File: src/sv/hnms_pkg.sv
`timescale 1ns / 1ps
`default_nettype none
// ----------------------------------------------------------------------------
// hnms_pkg
// Shared types and constants of the horizontal non-max suppression unit.
// ----------------------------------------------------------------------------
package hnms_pkg;

	// Pixel word (signed 16-bit gradient)
	localparam int PIX_W = 16;
	typedef logic signed [PIX_W-1:0] pixel_t;

	// Distance back along the row, wide enough for a window store of up to 63
	localparam int DIST_W = 6;
	typedef logic [DIST_W-1:0] dist_t;

	// Width used for column against row-width compares
	localparam int CMP_W = 17;
	typedef logic [CMP_W-1:0] colcmp_t;

	// Configuration register indexes
	localparam int CFG_IDX_W = 1;
	typedef logic [CFG_IDX_W-1:0] cfg_idx_t;
	localparam cfg_idx_t REG_HALF_LENGTH = 1'd0;
	localparam cfg_idx_t REG_ROW_WIDTH   = 1'd1;

	localparam int CFG_DATA_W = 13;

	// Reset values of the registers
	localparam logic [3:0]            HALF_RESET  = 4'd1;
	localparam logic [CFG_DATA_W-1:0] WIDTH_RESET = 13'd640;

	// Window bounds broadcast along the cell chain, in distances from the newest pixel
	typedef struct packed {
		pixel_t cand;
		dist_t  d_lo;
		dist_t  d_hi;
	} win_t;

	// One result request from the sequencer
	typedef struct packed {
		logic  fire;
		dist_t dj;
		dist_t d_lo;
		dist_t d_hi;
		logic  row_end;
		logic  last;
	} job_t;

endpackage
`default_nettype wire

File: src/sv/hnms_cell.sv
`timescale 1ns / 1ps
`default_nettype none
// ----------------------------------------------------------------------------
// hnms_cell
// One window cell: holds a pixel, shifts it on, flags a larger pixel in window.
// ----------------------------------------------------------------------------
module hnms_cell #(
	parameter int INDEX = 0
) (
	input  wire logic            clk,
	input  wire logic            shift,
	input  wire hnms_pkg::pixel_t pix_in,
	input  wire hnms_pkg::win_t   win,
	output hnms_pkg::pixel_t      pix,
	output logic                  beats
);
	import hnms_pkg::*;

	localparam dist_t MY_DIST = DIST_W'(INDEX);

	pixel_t pix_q;

	always_ff @(posedge clk) begin
		if (shift) begin
			pix_q <= pix_in;
		end
	end

	assign pix   = pix_q;
	// Only a strictly larger pixel inside the window suppresses the candidate
	assign beats = (MY_DIST >= win.d_lo) && (MY_DIST <= win.d_hi) && (pix_q > win.cand);

endmodule
`default_nettype wire

File: src/sv/hnms_ctrl.sv
`timescale 1ns / 1ps
`default_nettype none
// ----------------------------------------------------------------------------
// hnms_ctrl
// Config registers, column counter and result sequencer.
// ----------------------------------------------------------------------------
module hnms_ctrl #(
	parameter int MAX_HALF  = 15,
	parameter int MAX_WIDTH = 4096
) (
	input  wire logic                  clk,
	input  wire logic                  arst_n,
	input  wire logic                  cfg_valid,
	output logic                       cfg_ready,
	input  wire hnms_pkg::cfg_idx_t    cfg_index,
	input  wire logic [12:0]           cfg_data,
	input  wire logic                  in_valid,
	output logic                       in_ready,
	input  wire logic                  out_free,
	output hnms_pkg::job_t             job
);
	import hnms_pkg::*;

	localparam int CW = (MAX_WIDTH > 1) ? $clog2(MAX_WIDTH) : 1;
	localparam colcmp_t WMAX = CMP_W'(MAX_WIDTH);
	localparam dist_t   LMAX = DIST_W'(MAX_HALF);

	logic [3:0]            half_q;
	logic [CFG_DATA_W-1:0] width_q;
	logic [CW-1:0]         col_q;
	logic [CW-1:0]         c_q;
	dist_t                 l_q;
	dist_t                 dj_q;
	logic                  end_q;
	logic                  pend_q;

	dist_t   l_now;
	colcmp_t w_now;
	colcmp_t col_ext;
	logic    end_now;
	logic    accept;
	logic    last_now;
	logic    fire;
	dist_t   sum;
	colcmp_t c_ext;
	logic    case_a;
	logic    case_b;

	assign cfg_ready = 1'b1;

	always_ff @(posedge clk or negedge arst_n) begin
		if (!arst_n) begin
			half_q  <= HALF_RESET;
			width_q <= WIDTH_RESET;
		end else if (cfg_valid) begin
			unique case (cfg_index)
				REG_HALF_LENGTH: half_q  <= cfg_data[3:0];
				REG_ROW_WIDTH:   width_q <= cfg_data;
				default: ;
			endcase
		end
	end

	// Clamp the settings into the supported range
	always_comb begin
		l_now = (DIST_W'(half_q) > LMAX) ? LMAX : DIST_W'(half_q);
		w_now = CMP_W'(width_q);
		if (w_now == '0) begin
			w_now = CMP_W'(1);
		end else if (w_now > WMAX) begin
			w_now = WMAX;
		end
		col_ext = CMP_W'(col_q);
		end_now = (col_ext + CMP_W'(1)) >= w_now;
	end

	assign last_now = !end_q || (dj_q == '0);
	assign fire     = pend_q && out_free;
	assign in_ready = !pend_q || (fire && last_now);
	assign accept   = in_valid && in_ready;

	always_ff @(posedge clk or negedge arst_n) begin
		if (!arst_n) begin
			col_q  <= '0;
			pend_q <= 1'b0;
			end_q  <= 1'b0;
			c_q    <= '0;
			l_q    <= '0;
			dj_q   <= '0;
		end else if (accept) begin
			c_q   <= col_q;
			l_q   <= l_now;
			end_q <= end_now;
			if (end_now) begin
				// Row end: flush columns back to min(L, c), oldest first
				dj_q   <= (col_ext < CMP_W'(l_now)) ? DIST_W'(col_q) : l_now;
				pend_q <= 1'b1;
				col_q  <= '0;
			end else begin
				dj_q   <= l_now;
				pend_q <= col_ext >= CMP_W'(l_now);
				col_q  <= CW'(col_ext + CMP_W'(1));
			end
		end else if (fire) begin
			if (last_now) begin
				pend_q <= 1'b0;
			end else begin
				dj_q <= dj_q - DIST_W'(1);
			end
		end
	end

	// Window of the column being judged, as distances back from the newest pixel
	always_comb begin
		sum    = dj_q + l_q;
		c_ext  = CMP_W'(c_q);
		case_a = end_q && (dj_q < l_q);
		case_b = c_ext < CMP_W'(sum);
		job.fire    = fire;
		job.dj      = dj_q;
		job.row_end = end_q && (dj_q == '0);
		job.last    = last_now;
		if (case_a) begin
			job.d_lo = dj_q;
			job.d_hi = case_b ? DIST_W'(c_q) : sum;
		end else begin
			job.d_lo = (dj_q > l_q) ? (dj_q - l_q) : '0;
			job.d_hi = case_b ? dj_q : sum;
		end
	end

endmodule
`default_nettype wire

File: src/sv/horizontal_non_max_suppression_unit.sv
`timescale 1ns / 1ps
`default_nettype none
// ----------------------------------------------------------------------------
// horizontal_non_max_suppression_unit
// Horizontal non-max suppression of a raster gradient stream.
// ----------------------------------------------------------------------------
// Usage:
//   s_* carries gradient pixels in raster order; m_* returns suppressed pixels,
//   with m_tlast on the last column of a row and m_tuser on the final result
//   caused by one input request. cfg_* writes half_length (index 0) and
//   row_width (index 1); write only while the unit is idle.
// Path: a result is registered in the sequencer on the request that completes
//   its window (column j+L), then in the output register once that is free.
// Throughput: one pixel per clock inside a row while the output is free; the
//   pixel that ends a row flushes min(L, column)+1 results, one per cycle
//   while the output is free, with s_tready low until the flush is out.
// Reset: clears the column counter and sequencer and loads half_length = 1,
//   row_width = 640. The window chain is not cleared; it is only read for
//   pixels of the current row.
// Stall: while m_tready is low and the output register is full, it holds and
//   the sequencer stops; s_tready drops once a pending result cannot advance.
// ----------------------------------------------------------------------------
module horizontal_non_max_suppression_unit #(
	parameter int MAX_HALF  = 15,
	parameter int MAX_WIDTH = 4096
) (
	input  wire logic                  clk,
	input  wire logic                  arst_n,
	// Configuration write channel
	input  wire logic                  cfg_valid,
	output logic                       cfg_ready,
	input  wire hnms_pkg::cfg_idx_t    cfg_index,
	input  wire logic [12:0]           cfg_data,
	// Pixel input
	input  wire logic                  s_tvalid,
	output logic                       s_tready,
	input  wire logic signed [15:0]    s_tdata,   // [15:0] pixel_in
	// Result output
	output logic                       m_tvalid,
	input  wire logic                  m_tready,
	output logic signed [15:0]         m_tdata,   // [15:0] pixel_out
	output logic                       m_tlast,   // row_end
	output logic                       m_tuser    // [0] last
);
	import hnms_pkg::*;

	// Window chain depth: the full window 2L+1 at the largest L
	localparam int DEPTH = 2 * MAX_HALF + 1;

	job_t   job;
	win_t   win;
	logic   out_free;
	logic   shift;
	pixel_t cand;
	logic   keep;

	pixel_t             pix   [DEPTH];
	logic [DEPTH-1:0]   beats;

	logic   out_valid_q;
	pixel_t out_pix_q;
	logic   out_row_end_q;
	logic   out_last_q;

	// Output register may take a new result when empty or being drained
	assign out_free = !out_valid_q || m_tready;

	hnms_ctrl #(
		.MAX_HALF  (MAX_HALF),
		.MAX_WIDTH (MAX_WIDTH)
	) u_ctrl (
		.clk       (clk),
		.arst_n    (arst_n),
		.cfg_valid (cfg_valid),
		.cfg_ready (cfg_ready),
		.cfg_index (cfg_index),
		.cfg_data  (cfg_data),
		.in_valid  (s_tvalid),
		.in_ready  (s_tready),
		.out_free  (out_free),
		.job       (job)
	);

	// Advance the chain by one column on every accepted request
	assign shift = s_tvalid && s_tready;

	// Pick the candidate pixel dj columns back
	always_comb begin
		cand = '0;
		for (int k = 0; k < DEPTH; k++) begin
			if (job.dj == DIST_W'(k)) begin
				cand = pix[k];
			end
		end
	end

	assign win.cand = cand;
	assign win.d_lo = job.d_lo;
	assign win.d_hi = job.d_hi;

	// Row of cells, newest pixel in cell 0
	for (genvar g = 0; g < DEPTH; g++) begin : g_cell
		if (g == 0) begin : g_head
			hnms_cell #(.INDEX(g)) u_cell (
				.clk    (clk),
				.shift  (shift),
				.pix_in (s_tdata),
				.win    (win),
				.pix    (pix[g]),
				.beats  (beats[g])
			);
		end else begin : g_body
			hnms_cell #(.INDEX(g)) u_cell (
				.clk    (clk),
				.shift  (shift),
				.pix_in (pix[g-1]),
				.win    (win),
				.pix    (pix[g]),
				.beats  (beats[g])
			);
		end
	end

	// Keep the candidate when nothing in its window is larger; ties pass
	assign keep = ~|beats;

	always_ff @(posedge clk or negedge arst_n) begin
		if (!arst_n) begin
			out_valid_q <= 1'b0;
		end else if (job.fire) begin
			out_valid_q <= 1'b1;
		end else if (m_tready) begin
			out_valid_q <= 1'b0;
		end
	end

	// Load payload on each issued result; hold it while stalled
	always_ff @(posedge clk) begin
		if (job.fire) begin
			out_pix_q     <= keep ? cand : '0;
			out_row_end_q <= job.row_end;
			out_last_q    <= job.last;
		end
	end

	assign m_tvalid = out_valid_q;
	assign m_tdata  = out_pix_q;
	assign m_tlast  = out_row_end_q;
	assign m_tuser  = out_last_q;

endmodule
`default_nettype wire

File: config.mk
export PLATFORM = sky130hd
export DESIGN_NAME = horizontal_non_max_suppression_unit
export DESIGN_NICKNAME = d
export VERILOG_FILES = /design/src/sv/hnms_pkg.sv /design/src/sv/hnms_cell.sv /design/src/sv/hnms_ctrl.sv /design/src/sv/horizontal_non_max_suppression_unit.sv
export SDC_FILE = /design/constraint.sdc
export NUM_CORES = 2
export LEC_CHECK = 0
export BUFFER_PORTS_ARGS = -buffer_cell sky130_fd_sc_hd__clkbuf_2
export CAP_MARGIN = 20
export CORE_ASPECT_RATIO = 0.75
export CORE_MARGIN = 2
export CORE_UTILIZATION = 64
export DETAILED_ROUTE_END_ITERATION = 8
export PLACE_DENSITY = 0.81
export SETUP_SLACK_MARGIN = 0.5
export SYNTH_ARGS = -nofsm -noshare
export SYNTH_HDL_FRONTEND = slang
export SYNTH_SLANG_ARGS = --single-unit
File: constraint.sdc
create_clock -name clk -period 18.9 [get_ports clk]
set_input_delay 1.89 -clock clk [delete_from_list [all_inputs] [get_ports clk]]
set_output_delay 1.89 -clock clk [all_outputs]
set_load 0.005 [all_outputs]
==> metrics.md <==
| Metric | Value |
|---|---|
| Status | `complete, no violations` |
| Pre-CTS setup slack | `about 10 ns` |
| Vias per cell | `between 7 and 8` |
| Levels on crit path | `25` |
| Met2 wire len | `53,310 um` |
| Residual DRC | `0` |
| Layout cells sized above 1 | `0.08138` |
| DIE HEIGHT | `~210 um` |
| Post-Route M1 WL | `roughly 52,000 um` |
| Drt pass-1 iters | `9` |
| Final WS setup | `9.066 ns` |
| Clock sink count | `roughly 570` |
| Footprint of the multi-input gates | `around 19,000 um2` |
| Mapped Avg Cell Area | `around 11 um2` |
| Simple-Gate Fraction of Synth Area | `0.1304` |
| Fmax | `101.7 MHz` |
| CP Class | `reg2reg` |
| CP bufs+invs | `4` |
| Vias in the first global route | `between 30,000 and 40,000` |
| CTS Buffer Depth | `3` |
| Xor/xnor cell area share of the yosys netlist | `0.004874` |
| CP max stage delay | `around 0.83 ns` |
| Non-filler cells, final | `approximately 4,000` |
| CTS root buf | `clkbuf_16` |
| Htree depth | `2` |
| Compound-cell area share of the yosys netlist | `0.1807` |
| Area growth, synth to finish | `9.255%` |
| Clk slew on worst S/H paths | `around 0.070 ns` |
| Total GRT Usage | `0.4781` |
| Die area | `slightly below 60,000 um2` |
| DRT iter0 DRCs | `just over 6,000` |
| Highest routed layer | `met5` |
| R2R cell count | `25` |
| CTS Buf Count | `56` |
| RSZ-0062 raised after global routing | `no` |
| Worst-skew pair later-pin latency | `0.64 ns` |
| Post-Synth Adder-Cell Area | `0.1863` |
| Post-CTS Setup Bufs | `0` |
| Layout Skew | `between 0.02 and 0.025 ns` |
| Synth cell types | `84` |
| Gp weighted congestion | `1.158` |
| Die W | `between 200 and 300 um` |
| CP max FO | `23` |
| Global-route wire length before repair | `just over 200,000 um` |
| Row count | `75` |
| Post-synth EDFFs | `a little over 500` |
| Final wirelength | `140,900 um` |
| Period utilisation layout | `0.5203` |
| Min cycle time layout | `9.834 ns` |
| Post-cts resize count | `0` |
| Least-Margin Pin Slew | `around 1.4 ns` |
| Reg area | `approximately 17,000 um2` |
| Post-layout net count | `roughly 3,900` |
| Vias | `about 32,000` |
| Fin util | `0.7044` |
| Core area | `55,740 um2` |
| Initial Util | `0.6447` |
| Initial antenna violation count | `13` |
| Largest net degree at the start of global routing | `151` |
| YS warnings | `0` |
| Mapped Area | `around 36,000 um2` |
| Crit path DAT | `~10 ns` |
| Hold Crit Class | `reg2reg` |
| Largest family of logic cells by synthesized area | `adder cells` |
| Post-synthesis register bit count | `~570` |
| Crit. End Element | `flop` |
| Met3 wire len | `27,170 um` |
| Share of the yosys chip area belonging to registers | `0.4672` |
| Max Cap Violations | `0` |
| Post-Syn Nets | `3,806` |
| CTS tree | `built` |
| Required @ worst endpoint | `~19 ns` |
| Slew margin rel. | `0.06672` |
| Fillers | `~3,900` |
| Final hold vios | `0` |
| GRT overflow | `0` |
| Gate Count Post-Synth | `roughly 3,200` |
| Max-slew violations | `0` |
| Hold buffer count at cts | `0` |
| Setup Viol. Count Final | `0` |
| Final total negative setup slack | `0 ns` |
| Inst Count DP | `3,996` |
| Port bufs | `54` |
| Synth async-reset ratio | `0.09507` |
| WL/cell | `between 30 and 40 um` |
| Hold depth | `0` |
| I/O pin count | `56` |
| DP Wirelength | `roughly 100,000 um` |
| Post-route ant nets | `0` |
| CP max stage cell | `a2111oi_0` |
| Mux cell area share after synthesis | `0.009923` |
| Most used DFF post-synth | `edfxtp_1` |
| Crit start category | `flop` |
| Critical path's top delay family | `compound AO/OA/AOI/OAI gates` |
[synth_stat cells (33+ instances only)]
library cell | instances | area [um2]
clkbuf_1 | 82 | 307.8
a22oi_1 | 33 | 247.7
nand3_1 | 85 | 425.4
o21ai_0 | 168 | 840.8
o221ai_1 | 33 | 289.0
inv_1 | 88 | 330.3
a21o_1 | 74 | 555.5
a21oi_1 | 206 | 1031
nor3_1 | 61 | 305.3
dfrtp_1 | 51 | 1276
a221oi_1 | 84 | 735.7
edfxtp_1 | 514 | 15430
nor2b_1 | 54 | 337.8
nand4_1 | 94 | 588.1
o22ai_1 | 54 | 337.8
nand2_1 | 271 | 1017
ha_1 | 532 | 6656
a211oi_1 | 41 | 307.8
o211ai_1 | 38 | 285.3
nor2_1 | 213 | 799.5
o21a_1 | 35 | 262.8
[worst reg2reg max path, stage by stage, from the launching register on]
cell	delay, ns
dfrtp_1	0.49
inv_1	0.25
ha_1	0.47
nor2b_1	0.68
nand2_1	0.54
nand2_1	0.39
o22ai_1	0.13
nand2_1	0.08
o21ai_0	0.29
a211o_1	0.41
a2111oi_0	0.83
o21ai_0	0.42
inv_1	0.57
buf_4	0.70
ha_1	0.30
nor2b_1	0.06
nor3_1	0.11
o21ai_0	0.12
a21o_1	0.18
a2111oi_0	0.70
a21oi_1	0.48
a2bb2oi_1	0.31
nand4_1	0.10
or4_1	0.58
buf_4	0.29
nor2_1	0.17
[layout make-up]
type                       instances  share of cell area
clock buffer                      69             0.03824
timing repair buffer             126             0.02084
antenna                            3           0.0001912
multi-input combinational       2484              0.4728
tap                              731             0.02330
clock inverter                    32            0.008413
inverter                          88            0.008604
sequential                       568              0.4276
[final timing paths]
kind	slack, ns	from	to
worst max-delay path	9.07	u_ctrl.dj_q[0]	m_tdata[3]
worst min-delay path	0.45	g_cell[3].g_body.u_cell.pix[0]	g_cell[4].g_body.u_cell.pix[0]
max in group asynchronous	17.06	arst_n	u_ctrl.dj_q[3]
worst min register to register	0.45	g_cell[3].g_body.u_cell.pix[0]	g_cell[4].g_body.u_cell.pix[0]
min in group asynchronous	1.40	arst_n	u_ctrl.dj_q[0]
worst max register to register	9.07	u_ctrl.dj_q[0]	m_tdata[3]
[flip-flops by register name, indices dropped and copies added, names as in the netlist]
register and flops:
m_tvalid 1, u_ctrl.pend_q 1, u_ctrl.width_q 13, g_cell.g_body.u_cell.pix 480, g_cell.g_head.u_cell.pix 16, u_ctrl.half_q 4
u_ctrl.dj_q 6, u_ctrl.col_q 12, m_tuser 1, u_ctrl.end_q 1, m_tlast 1, m_tdata 16
u_ctrl.c_q 12, u_ctrl.l_q 4
[layer usage]
layer / GRT usage / vias to the layer above
met3: 0.2225 / 606
met1: 0.6694 / 15236
li1: - / 13091
met4: 0.2069 / 18
met5: 0.01489 / -
met2: 0.6292 / 3271
[per-stage QoR]
stage                     hold slack (ns)  cell area, um2
final                              0.4496           39260
after global routing               0.4668           39250
after CTS                          0.4438           39230
after detailed placement           0.4340           37390
after global placement             0.4318           37380
after floorplan                    0.4264           35940
[cell families after synthesis]
group	after synthesis
flip-flops	568
AO/OA/AOI/OAI	949
buffers and inverters	185
XOR/XNOR	20
multiplexers	33
other	1
AND/OR/NAND/NOR	947
adder cells (fa/ha/maj)	534
[cell usage in the layout, fill, tap and decap left out, types with 74 or more instances in the layout]
cell type / netlist / final
a21o_1: 74 / 74
o21ai_0: 168 / 167
ha_1: 532 / 532
nor2_1: 213 / 213
edfxtp_1: 514 / 514
nand3_1: 85 / 85
a221oi_1: 84 / 84
nand2_1: 271 / 270
nand4_1: 94 / 94
a21oi_1: 206 / 203
inv_1: 88 / 87
Power is not shown: default switching activity piles up to over one toggle a cycle in this logic, so the estimate is an artifact.
